**config.mk**
```make
export PLATFORM = sky130hd
export DESIGN_NAME = touch_event_tracker
export DESIGN_NICKNAME = d
export VERILOG_FILES = /design/src/rtl/core/tet_pkg.sv /design/src/rtl/core/tet_frame_ctl.sv /design/src/rtl/core/touch_event_tracker.sv
export SDC_FILE = /design/constraint.sdc
export NUM_CORES = 1
export LEC_CHECK = 0
export BUFFER_PORTS_ARGS = -buffer_cell sky130_fd_sc_hd__buf_2
export CELL_PAD_IN_SITES_DETAIL_PLACEMENT = 0
export CELL_PAD_IN_SITES_GLOBAL_PLACEMENT = 1
export CORE_UTILIZATION = 52
export DETAILED_ROUTE_END_ITERATION = 12
export PLACE_DENSITY = 0.87
export SYNTH_ARGS = -nofsm -noshare
export SYNTH_HDL_FRONTEND = slang
export SYNTH_SLANG_ARGS = --single-unit
```
**constraint.sdc**
```tcl
create_clock -name aclk -period 10.1 [get_ports aclk]
set_clock_uncertainty 0.2 [all_clocks]
set_input_delay 2.02 -clock aclk [delete_from_list [all_inputs] [get_ports aclk]]
set_output_delay 2.02 -clock aclk [all_outputs]
set_load 0.005 [all_outputs]
```
**src/rtl/core/tet_pkg.sv**
```systemverilog
// ----------------------------------------------------------------------------
// tet_pkg
// Shared types and constants for the touch event tracker.
// ----------------------------------------------------------------------------
package tet_pkg;

    localparam int MAX_FINGERS_DEF = 5;
    localparam int MASK_W          = 5;
    localparam int CFG_W           = 16;
    localparam int CFG_IDX_W       = 2;

    // configuration register indexes
    localparam logic [CFG_IDX_W-1:0] CFG_SESSION_TIMEOUT   = 2'd0;
    localparam logic [CFG_IDX_W-1:0] CFG_MOVE_TOLERANCE    = 2'd1;
    localparam logic [CFG_IDX_W-1:0] CFG_DOUBLE_TAP_WINDOW = 2'd2;

    // configuration reset values
    localparam logic [CFG_W-1:0] SESSION_TIMEOUT_RST   = 16'd200;
    localparam logic [CFG_W-1:0] MOVE_TOLERANCE_RST    = 16'd5;
    localparam logic [CFG_W-1:0] DOUBLE_TAP_WINDOW_RST = 16'd100;

    // event codes
    localparam logic [1:0] EV_NONE = 2'd0;
    localparam logic [1:0] EV_UP   = 2'd1;
    localparam logic [1:0] EV_DOWN = 2'd2;
    localparam logic [1:0] EV_MOVE = 2'd3;

    typedef struct packed {
        logic        first_in_frame;
        logic [2:0]  finger_count;
        logic [2:0]  slot;
        logic [15:0] x_position;
        logic [15:0] y_position;
        logic [31:0] stamp_ms;
        logic [1:0]  reported_event;
    } point_req_t;

    typedef struct packed {
        logic [2:0]        out_slot;
        logic [1:0]        event_code;
        logic              filtered;
        logic [MASK_W-1:0] lifted_mask;
        logic              session_restart;
    } point_res_t;

    // frame context seen by the current request
    typedef struct packed {
        logic [2:0]        count;
        logic [2:0]        base_count;
        logic              fresh_session;
        logic [MASK_W-1:0] lifted_mask;
        logic              restart;
    } frame_view_t;

    // bits lo..hi-1 set, limited to the mask width
    function automatic logic [MASK_W-1:0] range_mask(logic [2:0] lo, logic [2:0] hi);
        logic [MASK_W-1:0] m;
        m = '0;
        for (int i = 0; i < MASK_W; i++) begin
            m[i] = (3'(i) >= lo) && (3'(i) < hi);
        end
        return m;
    endfunction

endpackage

```
**src/rtl/core/tet_frame_ctl.sv**
```systemverilog
// ----------------------------------------------------------------------------
// tet_frame_ctl
// Frame start handling: session restart decision, lift mask, frame counts.
// ----------------------------------------------------------------------------
module tet_frame_ctl #(
    parameter int MAX_FINGERS = tet_pkg::MAX_FINGERS_DEF
) (
    input  logic                      aclk,
    input  logic                      aresetn,
    input  logic                      advance,
    input  logic                      first_in_frame,
    input  logic [2:0]                finger_count,
    input  logic [31:0]               stamp_ms,
    input  logic [tet_pkg::CFG_W-1:0] session_timeout,
    output tet_pkg::frame_view_t      view
);

    localparam logic [4:0] MAX_CNT = 5'(MAX_FINGERS);

    logic [2:0]  previous_count_reg, previous_count_next;
    logic [2:0]  base_count_reg, base_count_next;
    logic        fresh_session_reg, fresh_session_next;
    logic [31:0] last_frame_time_reg, last_frame_time_next;

    logic [2:0]  count_sat;
    logic [31:0] gap;
    logic        ns;

    always_comb begin
        count_sat = ({2'b0, finger_count} > MAX_CNT) ? MAX_CNT[2:0] : finger_count;
        gap       = stamp_ms - last_frame_time_reg;
        ns        = (count_sat != 3'd0) && (gap > {16'b0, session_timeout});

        if (first_in_frame) begin
            previous_count_next  = count_sat;
            base_count_next      = ns ? 3'd0 : previous_count_reg;
            fresh_session_next   = ns;
            last_frame_time_next = stamp_ms;
            view.lifted_mask     = tet_pkg::range_mask(ns ? 3'd0 : count_sat,
                                                       previous_count_reg);
            view.restart         = ns;
        end else begin
            previous_count_next  = previous_count_reg;
            base_count_next      = base_count_reg;
            fresh_session_next   = fresh_session_reg;
            last_frame_time_next = last_frame_time_reg;
            view.lifted_mask     = '0;
            view.restart         = 1'b0;
        end
        view.count         = previous_count_next;
        view.base_count    = base_count_next;
        view.fresh_session = fresh_session_next;
    end

    always_ff @(posedge aclk) begin
        if (!aresetn) begin
            previous_count_reg  <= 3'd0;
            base_count_reg      <= 3'd0;
            fresh_session_reg   <= 1'b0;
            last_frame_time_reg <= 32'd0;
        end else if (advance) begin
            previous_count_reg  <= previous_count_next;
            base_count_reg      <= base_count_next;
            fresh_session_reg   <= fresh_session_next;
            last_frame_time_reg <= last_frame_time_next;
        end
    end

endmodule

```
**src/rtl/core/touch_event_tracker.sv**
```systemverilog
// ----------------------------------------------------------------------------
// touch_event_tracker
// Resolves touch points into down/move events, filters double taps and
// reports lifted slots at each frame start.
// ----------------------------------------------------------------------------
//  channel  | ports                          | carries
//  ---------+--------------------------------+-------------------------------
//  input    | s_valid s_ready s_data         | one touch point request
//  result   | m_valid m_ready m_data         | one resolved event per request
//  config   | cfg_we cfg_index cfg_wdata     | timeout, tolerance, tap window
//
//  One request per cycle while m_ready holds; requests pass the input register,
//  then the result register. Slot state is read and written in the cycle the
//  request leaves the input register. Reset clears all state and restores
//  register defaults. A stalled result holds the input register; while the
//  result waits, one more request is still taken into an empty input register.
// ----------------------------------------------------------------------------
module touch_event_tracker #(
    parameter int MAX_FINGERS = tet_pkg::MAX_FINGERS_DEF
) (
    input  logic                          aclk,
    input  logic                          aresetn,
    input  logic                          s_valid,
    output logic                          s_ready,
    input  tet_pkg::point_req_t           s_data,
    output logic                          m_valid,
    input  logic                          m_ready,
    output tet_pkg::point_res_t           m_data,
    input  logic                          cfg_we,
    input  logic [tet_pkg::CFG_IDX_W-1:0] cfg_index,
    input  logic [tet_pkg::CFG_W-1:0]     cfg_wdata
);

    localparam int         IDX_W   = (MAX_FINGERS > 1) ? $clog2(MAX_FINGERS) : 1;
    localparam logic [4:0] MAX_CNT = 5'(MAX_FINGERS);

    logic [tet_pkg::CFG_W-1:0] session_timeout_reg;
    logic [tet_pkg::CFG_W-1:0] move_tolerance_reg;
    logic [tet_pkg::CFG_W-1:0] double_tap_window_reg;

    tet_pkg::point_req_t in_reg;
    logic                in_valid_reg, in_valid_next;
    tet_pkg::point_res_t out_reg, out_next;
    logic                out_valid_reg, out_valid_next;

    logic [15:0] slot_x_reg   [MAX_FINGERS];
    logic [15:0] slot_y_reg   [MAX_FINGERS];
    logic [31:0] slot_tap_reg [MAX_FINGERS];

    tet_pkg::frame_view_t view;
    logic                 advance;
    logic [IDX_W-1:0]     idx;
    logic                 in_range;
    logic                 known;
    logic [15:0]          dx, dy, sx, sy;
    logic [31:0]          tap_gap;
    logic                 filt;

    assign advance = in_valid_reg && (!out_valid_reg || m_ready);
    assign s_ready = !in_valid_reg || advance;
    assign m_valid = out_valid_reg;
    assign m_data  = out_reg;

    always_ff @(posedge aclk) begin
        if (!aresetn) begin
            session_timeout_reg   <= tet_pkg::SESSION_TIMEOUT_RST;
            move_tolerance_reg    <= tet_pkg::MOVE_TOLERANCE_RST;
            double_tap_window_reg <= tet_pkg::DOUBLE_TAP_WINDOW_RST;
        end else if (cfg_we) begin
            case (cfg_index)
                tet_pkg::CFG_SESSION_TIMEOUT:   session_timeout_reg   <= cfg_wdata;
                tet_pkg::CFG_MOVE_TOLERANCE:    move_tolerance_reg    <= cfg_wdata;
                tet_pkg::CFG_DOUBLE_TAP_WINDOW: double_tap_window_reg <= cfg_wdata;
                default: ;
            endcase
        end
    end

    tet_frame_ctl #(
        .MAX_FINGERS(MAX_FINGERS)
    ) u_frame_ctl (
        .aclk           (aclk),
        .aresetn        (aresetn),
        .advance        (advance),
        .first_in_frame (in_reg.first_in_frame),
        .finger_count   (in_reg.finger_count),
        .stamp_ms       (in_reg.stamp_ms),
        .session_timeout(session_timeout_reg),
        .view           (view)
    );

    always_comb begin
        idx      = IDX_W'(in_reg.slot);
        in_range = (in_reg.slot < view.count) && ({2'b0, in_reg.slot} < MAX_CNT);
        known    = (in_reg.slot < view.base_count) && !view.fresh_session;
        sx       = slot_x_reg[idx];
        sy       = slot_y_reg[idx];
        dx       = (in_reg.x_position >= sx) ? in_reg.x_position - sx
                                             : sx - in_reg.x_position;
        dy       = (in_reg.y_position >= sy) ? in_reg.y_position - sy
                                             : sy - in_reg.y_position;
        tap_gap  = in_reg.stamp_ms - slot_tap_reg[idx];
        filt     = known && (dx < move_tolerance_reg) && (dy < move_tolerance_reg)
                   && (tap_gap < {16'b0, double_tap_window_reg});

        out_next.out_slot        = in_reg.slot;
        out_next.lifted_mask     = view.lifted_mask;
        out_next.session_restart = view.restart;
        out_next.filtered        = in_range && filt;
        if (!in_range) begin
            out_next.event_code = tet_pkg::EV_NONE;
        end else if (filt) begin
            out_next.event_code = in_reg.reported_event;
        end else if (!known) begin
            out_next.event_code = tet_pkg::EV_DOWN;
        end else if ((dx != 16'd0) || (dy != 16'd0)) begin
            out_next.event_code = tet_pkg::EV_MOVE;
        end else begin
            out_next.event_code = in_reg.reported_event;
        end

        if (s_valid && s_ready) begin
            in_valid_next = 1'b1;
        end else if (advance) begin
            in_valid_next = 1'b0;
        end else begin
            in_valid_next = in_valid_reg;
        end

        if (advance) begin
            out_valid_next = 1'b1;
        end else if (m_ready) begin
            out_valid_next = 1'b0;
        end else begin
            out_valid_next = out_valid_reg;
        end
    end

    always_ff @(posedge aclk) begin
        if (!aresetn) begin
            in_valid_reg  <= 1'b0;
            out_valid_reg <= 1'b0;
        end else begin
            in_valid_reg  <= in_valid_next;
            out_valid_reg <= out_valid_next;
        end
    end

    always_ff @(posedge aclk) begin
        if (s_valid && s_ready) begin
            in_reg <= s_data;
        end
        if (advance) begin
            out_reg <= out_next;
        end
    end

    // per-slot position and tap time
    always_ff @(posedge aclk) begin
        if (!aresetn) begin
            for (int i = 0; i < MAX_FINGERS; i++) begin
                slot_x_reg[i]   <= 16'd0;
                slot_y_reg[i]   <= 16'd0;
                slot_tap_reg[i] <= 32'd0;
            end
        end else if (advance && in_range) begin
            slot_tap_reg[idx] <= in_reg.stamp_ms;
            if (!filt) begin
                slot_x_reg[idx] <= in_reg.x_position;
                slot_y_reg[idx] <= in_reg.y_position;
            end
        end
    end

    // a filtered point can never open a new session
    a_filt_no_restart: assert property (@(posedge aclk) disable iff (!aresetn)
        m_valid && m_data.filtered |-> !m_data.session_restart)
        else $error("filtered result carries a session restart");

    // input stage only refuses while it holds a request
    a_busy_holds: assert property (@(posedge aclk) disable iff (!aresetn)
        !s_ready |-> in_valid_reg && out_valid_reg && !m_ready)
        else $error("input stalled without a pending request");

    // a request leaving the input stage shows up as a result next cycle
    a_advance_out: assert property (@(posedge aclk) disable iff (!aresetn)
        advance |=> m_valid && (m_data.out_slot == $past(in_reg.slot)))
        else $error("advanced request missing from result register");

    // lift and restart flags only on the first request of a frame
    a_flags_first: assert property (@(posedge aclk) disable iff (!aresetn)
        advance && !in_reg.first_in_frame |=> m_data.lifted_mask == '0
                                             && !m_data.session_restart)
        else $error("frame start flags on a later request");

endmodule
```
==> flow_summary.toml <==
[finish]
final_nets = 3440
largest_register_ffs = 256
postLayoutCoreUtil = 0.595
flow.area_growth_from_synthesis_pct = 12.4
final_layout_size_suffix_gt1_frac = 0.134

[grt]
grt_max_degree = 125
globalRouteTotalUtil = 0.266
top_usage_layer = "met2"
grt_pass1_wl_um = 142000
via_count_of_the_first_global_routing_pass = 24677
gr-usage-met1 = 0.339
grtUsageMet3 = 0.0328
grt_antenna_before_repair = 1
overflow = 0
grt.met2_usage = 0.459

[placed_design]
hpwl_um = 64400
port_buffers = 109
dp_slack_ns = 1.27
place_congestion = 0.926

[timing]
max_freq_mhz = 112
setup_viol_count_final = 0
tns_ns = 0
worst_pin_slew_ns = 1.25
slew_headroom = 0.160
fin_ws_ns = 1.17
finalCriticalPeriod_ns = 8.93
timing_max_transition_violations_final = 0
final_hold_viol_count = 0
fin_crit_sh = 0.884
setup_repair_after_global_routing_missed_its_margin = "no"

[clock_tree]
clock_sinks = 689
worstSkewPairLatency_ns = 0.62
root_buffer = "sky130_fd_sc_hd__clkbuf_16"
cts-hold-fix-buffers = 0
clk_transition_reported_paths_ns = 0.06
h-tree-depth = 3
cts_tree = "built"
cts_resizes = 0
postCtsSetupRepairBufs = 0
cts.path.max_buffers = 3
tritoncts.num_buffers = 74

[worst_setup_path]
start_kind = "flip-flop"
worstPathBufferInverterCount = 3
longest_individual_stage_delay_on_the_worst_path_ns = 0.84
critPathSlowestCell = "sky130_fd_sc_hd__dfxtp_4"
critPathTopFamily = "simple AND/OR/NAND/NOR gates"
critical_path.most_common_cell = "sky130_fd_sc_hd__nand4_1"
cp_data_arrival_time_ns = 9.07
crit_type = "reg2reg"
endpoint_kind = "flip-flop"
crit_required_ns = 10.24
critPathMaxFanout = 124

[yosys]
synth_area_sq_mm = 0.0358
synth-seq-cells = 689
synth_cells = 2895
synthXorXnorAreaFrac = 0.0169
synth-simple-area-share = 0.123
synth_top_family_by_area = "simple AND/OR/NAND/NOR gates"
synthAdderAreaFrac = 0.0693
number_of_flops_mapped_to_enable_cells_by_yosys = 597
post_synth.cell_area_avg_sq_um = 12.4
postSynth.asyncResetShare = 0
synthMuxAreaShare = 0.106
synth_compound_area_frac = 0.0946
seq_area_frac_synth = 0.552
synth-warning-count = 0
synth_flop_cell = "sky130_fd_sc_hd__edfxtp_1"
synth_cell_type_count = 88

[drt]
drcViolationCount = 0
detailedRoute.firstIterationViolations = 2147
drt_pass1_iterations = 5
vias = 24217
detail_route.wl_per_cell_um = 22.8
viasPerCell = 5.93
routed_wl_um = 92900
drtAntennaViolNets = 0

[status]
status = "complete, no violations"

[floorplan]
core-area_sq_mm = 0.0676
dieArea_sq_mm = 0.0700
placementRows = 95
initial_standard_cell_utilization_of_the_core = 0.530
die-width_um = 265
die_h_um = 265
io_pins = 110

[flow_run]
cap_viol_max_count = 0

[pwr]
power.ir.vdd_worst_mv = 0.155
total_leakage_power_nw = 15.4
power_density_normalized_to_cell_area_mw_per_mm2 = 188

[worst_hold_path]
hold_path.startpoint = "u_frame_ctl.last_frame_time_reg[9]"
worst_min_path_class = "reg2reg"
[worst paths after layout]
| kind | to | slack (ns) | depth (start not counted) |
|---|---|---|---|
| worst max-delay path | slot_x_reg[3][12] | 1.17 | 26 |
| worst min-delay path | u_frame_ctl.last_frame_time_reg[9] | 0.26 | 2 |
| worst max register to register | slot_x_reg[3][12] | 1.17 | 26 |
| worst min register to register | u_frame_ctl.last_frame_time_reg[9] | 0.26 | 2 |
[layout make-up]
cell class / instances / area, sq um
Clock inverter: 44 / 482
Clock buffer: 90 / 1940
Tap cell: 873 / 1090
Multi-Input combinational cell: 2069 / 15500
Fill cell: 5381 / 27400
Antenna cell: 1 / 2.50
Sequential cell: 689 / 19800
Inverter: 172 / 647
Timing Repair Buffer: 143 / 826
[synthesized netlist by cell type (5+ instances only)]
cell type	instances	area [sq um]
sky130_fd_sc_hd__a2111oi_0	5	43.8
sky130_fd_sc_hd__a211oi_1	27	203
sky130_fd_sc_hd__a21boi_0	83	623
sky130_fd_sc_hd__a21o_1	28	210
sky130_fd_sc_hd__a21oi_1	130	651
sky130_fd_sc_hd__a31oi_1	22	138
sky130_fd_sc_hd__and2_1	131	820
sky130_fd_sc_hd__and3_1	41	257
sky130_fd_sc_hd__buf_1	17	63.8
sky130_fd_sc_hd__buf_2	14	70.1
sky130_fd_sc_hd__buf_6	16	180
sky130_fd_sc_hd__clkbuf_1	107	402
sky130_fd_sc_hd__dfxtp_1	92	1840
sky130_fd_sc_hd__edfxtp_1	597	17900
sky130_fd_sc_hd__fa_1	6	120
sky130_fd_sc_hd__ha_1	189	2360
sky130_fd_sc_hd__inv_1	171	642
sky130_fd_sc_hd__mux2_2	6	67.6
sky130_fd_sc_hd__mux2i_1	82	821
sky130_fd_sc_hd__mux4_2	128	2880
sky130_fd_sc_hd__nand2_1	281	1050
sky130_fd_sc_hd__nand2b_1	15	93.8
sky130_fd_sc_hd__nand3_1	29	145
sky130_fd_sc_hd__nand3b_1	6	45.0
sky130_fd_sc_hd__nand4_1	30	188
sky130_fd_sc_hd__nor2_1	95	357
sky130_fd_sc_hd__nor2b_1	19	119
sky130_fd_sc_hd__nor3_1	176	881
sky130_fd_sc_hd__nor3b_1	14	105
sky130_fd_sc_hd__nor4_1	8	50.1
sky130_fd_sc_hd__o211a_1	5	50.1
sky130_fd_sc_hd__o211ai_1	31	233
sky130_fd_sc_hd__o21a_1	17	128
sky130_fd_sc_hd__o21ai_0	83	415
sky130_fd_sc_hd__o21ai_1	5	25.0
sky130_fd_sc_hd__o21bai_1	6	45.0
sky130_fd_sc_hd__o221ai_1	5	43.8
sky130_fd_sc_hd__o22ai_1	9	56.3
sky130_fd_sc_hd__o31ai_1	7	52.6
sky130_fd_sc_hd__or2_2	7	43.8
sky130_fd_sc_hd__or3_1	13	81.3
sky130_fd_sc_hd__xnor2_1	46	403
sky130_fd_sc_hd__xor2_1	23	201
[cells by family after synthesis]
kind of cell / after synthesis
buffers and inverters: 328
and+or+nand+nor: 884
adders and majority gates: 195
DFF: 689
xor gates and xnor gates: 69
muxes: 217
AOI/OAI and AO/OA: 512
other: 1
[worst register-to-register path, delay by kind of cell (launching register included)]
| kind | cells | cell delay (ns) |
|---|---|---|
| compound gates | 7 | 2.17 |
| buf+inv | 3 | 0.96 |
| mux | 3 | 0.98 |
| flops | 1 | 0.84 |
| simple gates | 10 | 2.29 |
| fa+ha+maj | 2 | 0.85 |
| xor+xnor | 1 | 0.38 |
[placed cells by master (no fill, tap or decap), types with 11 or more instances in the layout]
cell	netlist	layout
sky130_fd_sc_hd__a211oi_1	27	27
sky130_fd_sc_hd__a21boi_0	83	83
sky130_fd_sc_hd__a21o_1	28	28
sky130_fd_sc_hd__a21oi_1	130	130
sky130_fd_sc_hd__a31oi_1	22	21
sky130_fd_sc_hd__and2_1	131	131
sky130_fd_sc_hd__and3_1	41	40
sky130_fd_sc_hd__buf_2	14	109
sky130_fd_sc_hd__buf_4	2	32
sky130_fd_sc_hd__clkbuf_1	107	14
sky130_fd_sc_hd__clkbuf_16	0	75
sky130_fd_sc_hd__clkinv_1	0	12
sky130_fd_sc_hd__clkinv_2	0	11
sky130_fd_sc_hd__conb_1	1	192
sky130_fd_sc_hd__dfxtp_1	92	89
sky130_fd_sc_hd__edfxtp_1	597	597
sky130_fd_sc_hd__ha_1	189	189
sky130_fd_sc_hd__inv_1	171	170
sky130_fd_sc_hd__mux2i_1	82	82
sky130_fd_sc_hd__mux4_2	128	128
sky130_fd_sc_hd__nand2_1	281	281
sky130_fd_sc_hd__nand2b_1	15	15
sky130_fd_sc_hd__nand3_1	29	28
sky130_fd_sc_hd__nand4_1	30	30
sky130_fd_sc_hd__nor2_1	95	94
sky130_fd_sc_hd__nor2b_1	19	18
sky130_fd_sc_hd__nor3_1	176	176
sky130_fd_sc_hd__nor3b_1	14	13
sky130_fd_sc_hd__o211ai_1	31	31
sky130_fd_sc_hd__o21a_1	17	17
sky130_fd_sc_hd__o21ai_0	83	78
sky130_fd_sc_hd__or3_1	13	13
sky130_fd_sc_hd__xnor2_1	46	46
sky130_fd_sc_hd__xor2_1	23	23
[metrics by stage]
| stage | instances | area [sq um] | total power [mW] | hold slack, ns |
|---|---|---|---|---|
| after CTS | 4080 | 40300 | 7.61 | 0.267 |
| after detailed placement | 3946 | 37800 | 4.90 | 0.259 |
| after floorplan | 3086 | 36600 | 4.43 | 0.224 |
| after global routing | 4081 | 40300 | 7.88 | 0.281 |
| final | 4081 | 40300 | 7.59 | 0.263 |
| after global placement | 3946 | 37800 | 4.87 | 0.252 |
[metal layers]
metal  vias to the layer above  wire length [um]  share of wire
li1                      11141                 -              -
met1                     12064             37700           0.41
met2                       805             46400           0.50
met3                       207              4840          0.052
met4                         0              3940          0.042
met5                         -                 0              0
[where the power goes]
| group | internal (mW) | leakage, nW | total [mW] | switching [mW] |
|---|---|---|---|---|
| Sequential | 3.23 | 6.74 | 3.32 | 0.0964 |
| Combinational | 0.613 | 7.47 | 1.55 | 0.934 |
| Clock | 1.59 | 1.17 | 2.72 | 1.13 |
(Power assumes the default switching activity.)
